<file path="src/rtl/eds_pkg.sv">
// Shared constants and types for the edit distance block.
`timescale 1ns / 1ps
package eds_pkg;

	localparam int MAX_LEN  = 64;
	localparam int LEN_W    = $clog2(MAX_LEN + 1);
	localparam int A_AW     = $clog2(MAX_LEN);
	localparam int DP_DEPTH = MAX_LEN + 1;
	localparam int CHAR_W   = 8;
	localparam int OP_W     = 2;
	localparam int DIST_W   = 7;
	localparam int SIM_W    = 16;
	localparam int FRAC_W   = 15;
	localparam int STEP_W   = $clog2(FRAC_W);

	localparam logic [SIM_W-1:0] SIM_ONE = SIM_W'(1) << FRAC_W;

	typedef enum logic [OP_W-1:0] {
		OP_START    = 2'd0,
		OP_APPEND_A = 2'd1,
		OP_APPEND_B = 2'd2,
		OP_FINISH   = 2'd3
	} op_t;

endpackage

</file>
<file path="src/rtl/eds_if.sv">
// Request and result channel interfaces for the edit distance block.
`timescale 1ns / 1ps
interface eds_req_if import eds_pkg::*; ();
	logic              valid;
	logic              ready;
	logic [OP_W-1:0]   opcode;
	logic [CHAR_W-1:0] char_code;

	modport source (output valid, output opcode, output char_code, input ready);
	modport sink (input valid, input opcode, input char_code, output ready);
endinterface

interface eds_res_if import eds_pkg::*; ();
	logic              valid;
	logic              ready;
	logic [DIST_W-1:0] distance;
	logic [SIM_W-1:0]  similarity;
	logic              error;

	modport source (output valid, output distance, output similarity, output error,
		input ready);
	modport sink (input valid, input distance, input similarity, input error,
		output ready);
endinterface

</file>
<file path="src/rtl/edit_distance_similarity.sv">
// Edit distance: start, append A and a dropped byte are handled in the idle state; a B byte sweeps the DP row once.
// B byte: one row cell per cycle through the DP read port;
// the first B byte first loads the initial row (ST_LOAD).
// Finish: the request passes ST_FIN_RD, ST_FIN_CHK, the bit-serial Q1.15 divider (ST_DIV) only when
// a division is needed, and ST_FIN_OUT. One request at a time; a result waits in its output register.
// Reset clears lengths, flags and the sequencer; the A string and DP row memories are not cleared.
`timescale 1ns / 1ps
module edit_distance_similarity import eds_pkg::*; (
	input  logic       clk,
	input  logic       arst_n,
	eds_req_if.sink    req,
	eds_res_if.source  res
);

	typedef enum logic [2:0] {
		ST_IDLE,
		ST_LOAD,
		ST_SWEEP,
		ST_FIN_RD,
		ST_FIN_CHK,
		ST_DIV,
		ST_FIN_OUT
	} state_t;

	state_t state_q;

	logic [CHAR_W-1:0] str_mem [MAX_LEN];
	logic [LEN_W-1:0]  dp_mem [DP_DEPTH];

	logic [LEN_W-1:0]  len_a_q, len_b_q;
	logic              b_started_q, error_q;
	logic [CHAR_W-1:0] ch_q;
	logic [LEN_W-1:0]  cnt_q;
	logic              issue_q;
	logic              vld_s1;
	logic [LEN_W-1:0]  idx_s1;
	logic [LEN_W-1:0]  diag_q, left_q;
	logic [LEN_W-1:0]  dist_q, rem_q, div_m_q;
	logic [SIM_W-1:0]  sim_q;
	logic [STEP_W-1:0] step_q;

	logic              res_valid_q;
	logic [DIST_W-1:0] res_dist_q;
	logic [SIM_W-1:0]  res_sim_q;
	logic              res_err_q;

	logic [CHAR_W-1:0] str_rd_q;
	logic [LEN_W-1:0]  dp_rd_q;

	logic              req_fire;
	logic              str_we;
	logic [LEN_W-1:0]  cnt_m1;
	logic [LEN_W-1:0]  dp_raddr;
	logic              dp_we;
	logic [LEN_W-1:0]  dp_waddr, dp_wdata;
	logic [LEN_W:0]    up_inc, left_inc, diag_c, min_ab, min_abc;
	logic [LEN_W-1:0]  cell_new;
	logic [LEN_W-1:0]  lb_inc;
	logic [LEN_W-1:0]  fin_d, fin_m;
	logic [LEN_W:0]    rem_x2;
	logic              div_ge;
	logic [LEN_W-1:0]  rem_nxt;

	assign req.ready = (state_q == ST_IDLE);
	assign req_fire  = req.valid && req.ready;

	assign res.valid      = res_valid_q;
	assign res.distance   = res_dist_q;
	assign res.similarity = res_sim_q;
	assign res.error      = res_err_q;

	assign str_we = req_fire && (op_t'(req.opcode) == OP_APPEND_A) && !b_started_q &&
		(len_a_q < LEN_W'(MAX_LEN));
	assign cnt_m1   = cnt_q - 1'b1;
	assign dp_raddr = (state_q == ST_FIN_RD) ? len_a_q : cnt_q;
	assign lb_inc   = len_b_q + 1'b1;

	// one DP cell: min of up+1, left+1, diag+cost
	always_comb begin
		up_inc   = {1'b0, dp_rd_q} + 1'b1;
		left_inc = {1'b0, left_q} + 1'b1;
		diag_c   = {1'b0, diag_q} + ((str_rd_q == ch_q) ? 1'b0 : 1'b1);
		min_ab   = (left_inc < up_inc) ? left_inc : up_inc;
		min_abc  = (diag_c < min_ab) ? diag_c : min_ab;
		cell_new = min_abc[LEN_W-1:0];
	end

	always_comb begin
		dp_we    = 1'b0;
		dp_waddr = cnt_q;
		dp_wdata = cnt_q;
		unique case (state_q)
			ST_LOAD: begin
				dp_we = 1'b1;
			end
			ST_SWEEP: begin
				dp_we    = vld_s1;
				dp_waddr = idx_s1;
				dp_wdata = (idx_s1 == '0) ? lb_inc : cell_new;
			end
			default: begin
				dp_we = 1'b0;
			end
		endcase
	end

	always_comb begin
		fin_d  = b_started_q ? dp_rd_q : len_a_q;
		fin_m  = (len_a_q > len_b_q) ? len_a_q : len_b_q;
		rem_x2 = {rem_q, 1'b0};
		div_ge = (rem_x2 >= {1'b0, div_m_q});
		rem_nxt = div_ge ? LEN_W'(rem_x2 - {1'b0, div_m_q}) : LEN_W'(rem_x2);
	end

	always_ff @(posedge clk) begin
		if (str_we) begin
			str_mem[len_a_q[A_AW-1:0]] <= req.char_code;
		end
		str_rd_q <= str_mem[cnt_m1[A_AW-1:0]];
	end

	always_ff @(posedge clk) begin
		if (dp_we) begin
			dp_mem[dp_waddr] <= dp_wdata;
		end
		dp_rd_q <= dp_mem[dp_raddr];
	end

	always_ff @(posedge clk or negedge arst_n) begin
		if (!arst_n) begin
			state_q     <= ST_IDLE;
			len_a_q     <= '0;
			len_b_q     <= '0;
			b_started_q <= 1'b0;
			error_q     <= 1'b0;
			cnt_q       <= '0;
			issue_q     <= 1'b0;
			vld_s1      <= 1'b0;
			step_q      <= '0;
			res_valid_q <= 1'b0;
		end else begin
			if (res_valid_q && res.ready) begin
				res_valid_q <= 1'b0;
			end
			vld_s1 <= 1'b0;
			unique case (state_q)
				ST_IDLE: begin
					if (req_fire) begin
						ch_q <= req.char_code;
						unique case (op_t'(req.opcode))
							OP_START: begin
								len_a_q     <= '0;
								len_b_q     <= '0;
								b_started_q <= 1'b0;
								error_q     <= 1'b0;
							end
							OP_APPEND_A: begin
								if (str_we) begin
									len_a_q <= len_a_q + 1'b1;
								end else begin
									error_q <= 1'b1;
								end
							end
							OP_APPEND_B: begin
								cnt_q <= '0;
								if (!b_started_q) begin
									state_q <= ST_LOAD;
								end else if (len_b_q >= LEN_W'(MAX_LEN)) begin
									error_q <= 1'b1;
								end else begin
									issue_q <= 1'b1;
									state_q <= ST_SWEEP;
								end
							end
							OP_FINISH: begin
								state_q <= ST_FIN_RD;
							end
						endcase
					end
				end
				ST_LOAD: begin
					if (cnt_q == len_a_q) begin
						b_started_q <= 1'b1;
						cnt_q       <= '0;
						if (len_b_q >= LEN_W'(MAX_LEN)) begin
							error_q <= 1'b1;
							state_q <= ST_IDLE;
						end else begin
							issue_q <= 1'b1;
							state_q <= ST_SWEEP;
						end
					end else begin
						cnt_q <= cnt_q + 1'b1;
					end
				end
				ST_SWEEP: begin
					// issue reads one cell ahead of the write-back
					if (issue_q) begin
						vld_s1 <= 1'b1;
						idx_s1 <= cnt_q;
						if (cnt_q == len_a_q) begin
							issue_q <= 1'b0;
						end else begin
							cnt_q <= cnt_q + 1'b1;
						end
					end
					if (vld_s1) begin
						diag_q <= dp_rd_q;
						left_q <= (idx_s1 == '0) ? lb_inc : cell_new;
						if (idx_s1 == len_a_q) begin
							len_b_q <= lb_inc;
							vld_s1  <= 1'b0;
							state_q <= ST_IDLE;
						end
					end
				end
				ST_FIN_RD: begin
					state_q <= ST_FIN_CHK;
				end
				ST_FIN_CHK: begin
					dist_q <= fin_d;
					if (fin_m == '0) begin
						sim_q   <= SIM_ONE;
						state_q <= ST_FIN_OUT;
					end else if (fin_d >= fin_m) begin
						sim_q   <= '0;
						state_q <= ST_FIN_OUT;
					end else if (fin_d == '0) begin
						sim_q   <= SIM_ONE;
						state_q <= ST_FIN_OUT;
					end else begin
						rem_q   <= fin_m - fin_d;
						div_m_q <= fin_m;
						sim_q   <= '0;
						step_q  <= '0;
						state_q <= ST_DIV;
					end
				end
				ST_DIV: begin
					// restoring division, one quotient bit per cycle
					rem_q <= rem_nxt;
					sim_q <= {sim_q[SIM_W-2:0], div_ge};
					if (step_q == STEP_W'(FRAC_W - 1)) begin
						state_q <= ST_FIN_OUT;
					end else begin
						step_q <= step_q + 1'b1;
					end
				end
				ST_FIN_OUT: begin
					if (!res_valid_q || res.ready) begin
						res_valid_q <= 1'b1;
						res_dist_q  <= DIST_W'(dist_q);
						res_sim_q   <= sim_q;
						res_err_q   <= error_q;
						state_q     <= ST_IDLE;
					end
				end
				default: begin
					state_q <= ST_IDLE;
				end
			endcase
		end
	end

endmodule

</file>
<file path="src/flat_wrapper.sv">
// flat-port wrapper written by rule: the top's interface ports become plain ports
module edit_distance_similarity_flat import eds_pkg::*;
  (clk, arst_n, req_valid, req_opcode, req_char_code, req_ready, res_valid, res_distance, res_similarity, res_error, res_ready);
  eds_req_if req_i ();
  eds_res_if res_i ();
  input  logic clk;
  input  logic arst_n;
  input wire logic [$bits(req_i.valid)-1:0] req_valid;
  input wire logic [$bits(req_i.opcode)-1:0] req_opcode;
  input wire logic [$bits(req_i.char_code)-1:0] req_char_code;
  output wire logic [$bits(req_i.ready)-1:0] req_ready;
  output wire logic [$bits(res_i.valid)-1:0] res_valid;
  output wire logic [$bits(res_i.distance)-1:0] res_distance;
  output wire logic [$bits(res_i.similarity)-1:0] res_similarity;
  output wire logic [$bits(res_i.error)-1:0] res_error;
  input wire logic [$bits(res_i.ready)-1:0] res_ready;
  assign req_i.valid = req_valid;
  assign req_i.opcode = req_opcode;
  assign req_i.char_code = req_char_code;
  assign req_ready = req_i.ready;
  assign res_valid = res_i.valid;
  assign res_distance = res_i.distance;
  assign res_similarity = res_i.similarity;
  assign res_error = res_i.error;
  assign res_i.ready = res_ready;
  edit_distance_similarity u_core (.clk(clk), .arst_n(arst_n), .req(req_i), .res(res_i));
endmodule
</file>
<file path="config.mk">
export PLATFORM = sky130hd
export DESIGN_NAME = edit_distance_similarity_flat
export DESIGN_NICKNAME = d
export VERILOG_FILES = /design/src/rtl/eds_pkg.sv /design/src/rtl/eds_if.sv /design/src/rtl/edit_distance_similarity.sv /design/src/flat_wrapper.sv
export SDC_FILE = /design/constraint.sdc
export NUM_CORES = 1
export LEC_CHECK = 0
export ABC_AREA = 1
export ABC_CLOCK_PERIOD_IN_PS = 5600
export BUFFER_PORTS_ARGS = -buffer_cell sky130_fd_sc_hd__buf_2
export CAP_MARGIN = 15
export CORE_UTILIZATION = 40
export CTS_CLUSTER_DIAMETER = 200
export DETAILED_ROUTE_END_ITERATION = 12
export PLACE_DENSITY = 0.63
export SYNTH_ARGS = -nofsm -noshare
export SYNTH_HDL_FRONTEND = slang
export SYNTH_SLANG_ARGS = --single-unit
</file>
<file path="constraint.sdc">
create_clock -name clk -period 5.6 [get_ports clk]
set_input_delay 1.12 -clock clk [delete_from_list [all_inputs] [get_ports clk]]
set_output_delay 1.12 -clock clk [all_outputs]
set_load 0.1 [all_outputs]
</file>
==> flow_metrics.tcl <==
set metrics [dict create \
    postCtsSetupRepairBufs 0 \
    clockBufferDepth 3 \
    synth_top_cell_area_share_pct 69.06 \
    yosysMostFrequentCell "edfxtp_1" \
    ys_seq_area_share_pct 71.51 \
    ys_ff_latch 1105 \
    fillers 10120 \
    grt_pass1_vias 27230 \
    overflow 0 \
    synth_common_cells "1,057 x edfxtp_1, 675 x nor2_1, 368 x o21ai_0, 193 x nand2_1, 165 x nand3_1" \
    io_buffers 39 \
    arrival_ns 5.19 \
    num_rows 123 \
    maxCapViolations 0 \
    post_drt_wl_per_cell_um 21.34 \
    drt_wl_total_um 110500 \
    yosys.area.top_type "edfxtp_1" \
    regArea_sq_um 32870 \
    htreeDepth 3 \
    detailed_place_hpwl_um 64550 \
    synth_edf_count 1057 \
    dieWidth_um 341.0 \
    ys.flop_type "edfxtp_1" \
    nets 3661 \
    critPathRequiredTime_ns 5.96 \
    power.density_nw_per_um2 510.7 \
    timing.fmax_mhz 206.9 \
    ys_types 48 \
    worstSetupPathType "reg2reg" \
    hold_class "reg2reg" \
    core_area_sq_um 113300 \
    final_max_slew_viol_count 0 \
    setup_viol 0 \
    cts.sinks 1105 \
    drive_gt1_share_pct 8.073 \
    rrSetupSlack_ns 0.77 \
    die_height_um 341.0 \
    cts_tree "yes" \
    track_usage_pct 18.59 \
    grt_start_max_net_pins 225 \
    synth_nets 3660 \
    layout_min_cycle_time_ns 4.834 \
    post_cts_resized 0 \
    cp-start-kind "flip-flop" \
    ir_drop_uv 448.1 \
    cp_max_fo 65 \
    dr_total_vias 28780 \
    multi_input_area_sq_um 11700 \
    rsz0062_at_grt "false" \
    status "completed" \
    fin_setup_tns_ns 0 \
    place_congestion 0.8385 \
    root_buffer "clkbuf_16" \
    cts_made_buffers 100 \
    post-route-period-util_pct 86.32 \
    async_flop_share_pct 2.986 \
    drtPass1Iterations 6 \
    grt_pass1_wl_um 167200 \
    path_clk_slew_ns 0.06 \
    route.detailed.drc 0 \
    diodes 0 \
    io_pins 40 \
    power_leakage_nw 16.87 \
    stdcell_count 5179 \
    antenna_found_initial 0 \
    slew_headroom_pct 26.21 \
    synth.cell_area_sq_um 45960 \
    worstSetupEndpointType "flip-flop" \
    syn2layout_area_growth_pct 11.22 \
    start_util_pct 40.58 \
    cts_hold_buffers 0 \
    synthTopCellsByArea "edfxtp_1 69%, nor2_1 5.5%, o21ai_0 4.0%" \
    antenna_left 0 \
    drt_iter0_drc 2970 \
    die_area_sq_um 116300 \
    place_inst 4993 \
    via_per_inst 5.558 \
    netlist_instances 3594 \
    worstMarginPinSlew_ns 1.095 \
    hold_violations 0 \
    avgSynthCellArea_sq_um 12.79 \
    final.setup_skew_ns 0.02961 \
    synth_warnings 0 \
    insertion_delay_ns 0.68 \
]
-- path summary, 6_finish.rpt --
check,end,depth (start not counted),start
setup / recovery,u_core.dp_mem[27][6],22,u_core.dp_rd_q[0]
hold / removal,u_core.res.distance[5],0,u_core.dist_q[5]
setup reg to reg,u_core.dp_mem[27][6],22,u_core.dp_rd_q[0]
hold reg to reg,u_core.res.distance[5],0,u_core.dist_q[5]
max in group asynchronous,u_core.cnt_q[0],2,arst_n
min in group asynchronous,u_core.len_b_q[4],2,arst_n
-- power breakdown --
part           total [W]  leakage, nW  internal, W  switching (W)
clock network    0.00669         1.56      0.00373        0.00296
registers         0.0102         10.2      0.00994       0.000231
logic            0.00924         5.13      0.00270        0.00655
-- per-layer routing --
layer  vias up  share of wire (%)  GRT usage, %
li1      13390                  -             -
met1     14200                 44         26.73
met2      1009                 47         29.45
met3       183                6.7         2.423
met4         0                2.6         5.568
met5         -                  0             0
-- final cells by class --
cell class                      count  area share [%]
Timing Repair Buffer              109           1.704
Sequential cell                  1105           64.30
Inverter                          161           1.204
Clock inverter                     56          0.9277
Tap cell                         1500           3.672
Multi-Input combinational cell   2118           22.89
Clock buffer                      130           5.297
-- registers in the layout, summed over array words and instances, names as in the netlist, 8 cells and up --
signal and cells:
u_core.dp_mem 455, u_core.sim_q 16, u_core.ch_q 8, u_core.str_rd_q 8, u_core.res.similarity 16, u_core.str_mem 512
-- layout by cell type (no fill, tap or decap), drive strengths merged, types with 2 or more instances in the layout --
master    instances
a211oi            3
a21boi            3
a21oi            29
a31oi             2
buf             109
bufinv            7
clkbuf          130
clkinv           46
clkinvlp          3
dfrtp            33
dfxtp            15
edfxtp         1057
fa                2
ha               50
inv             161
mux2i            81
nand2           193
nand3           166
nand3b            4
nand4            21
nor2            678
nor3             19
nor3b             4
nor4             12
o211ai          119
o21a              3
o21ai           449
o221ai          103
o22ai            75
o32ai            47
or2               5
xnor2            15
xor2             28
-- logic make-up (layout without fill, tap and decap cells) --
family                     count (synthesis)  in the layout  share of synthesized area, %
AOI/OAI and AO/OA                        839            839                         11.38
xor gates and xnor gates                  43             43                        0.8194
adders and majority gates                 52             52                         1.448
buffers and inverters                    371            456                         3.207
DFF                                     1105           1105                         71.51
muxes                                     81             81                         1.764
and+or+nand+nor                         1103           1103                         9.871
-- critical path, stage by stage, from the launching register on --
cell and delay [ns]:
dfxtp_1 0.39, inv_1 0.09, nor3_1 0.30, nand3_1 0.18, nor2_1 0.12, nand2_1 0.09, ha_1 0.32, a21oi_1 0.14
o21a_1 0.16, nand2_1 0.26, o21ai_0 0.38, ha_1 0.31, a21oi_1 0.16, nor2_1 0.05, a211oi_1 0.17, buf_4 0.20
nand2_1 0.18, nand2_1 0.11, nand3_1 0.06, nand2_1 0.09, nand2_1 0.07, nand2_2 0.06, buf_4 0.55
-- per-stage QoR --
stage | total power, W | utilization, % | area, sq um | hold WS [ns] | worst slack [ns]
detailed placement | 0.01948 | 42.32 | 47940 | 0.4045 | 0.8230
floorplan | 0.01651 | - | 45960 | 0.4003 | 0.8692
CTS | 0.02615 | 45.13 | 51120 | 0.4181 | 0.7738
finish | 0.02611 | 45.13 | 51120 | 0.4160 | 0.7661
global placement | 0.01938 | 42.32 | 47940 | 0.4027 | 0.8472
global route | 0.02738 | 45.13 | 51120 | 0.4243 | 0.1525
Note: power is estimated with default switching activity, not from simulation.
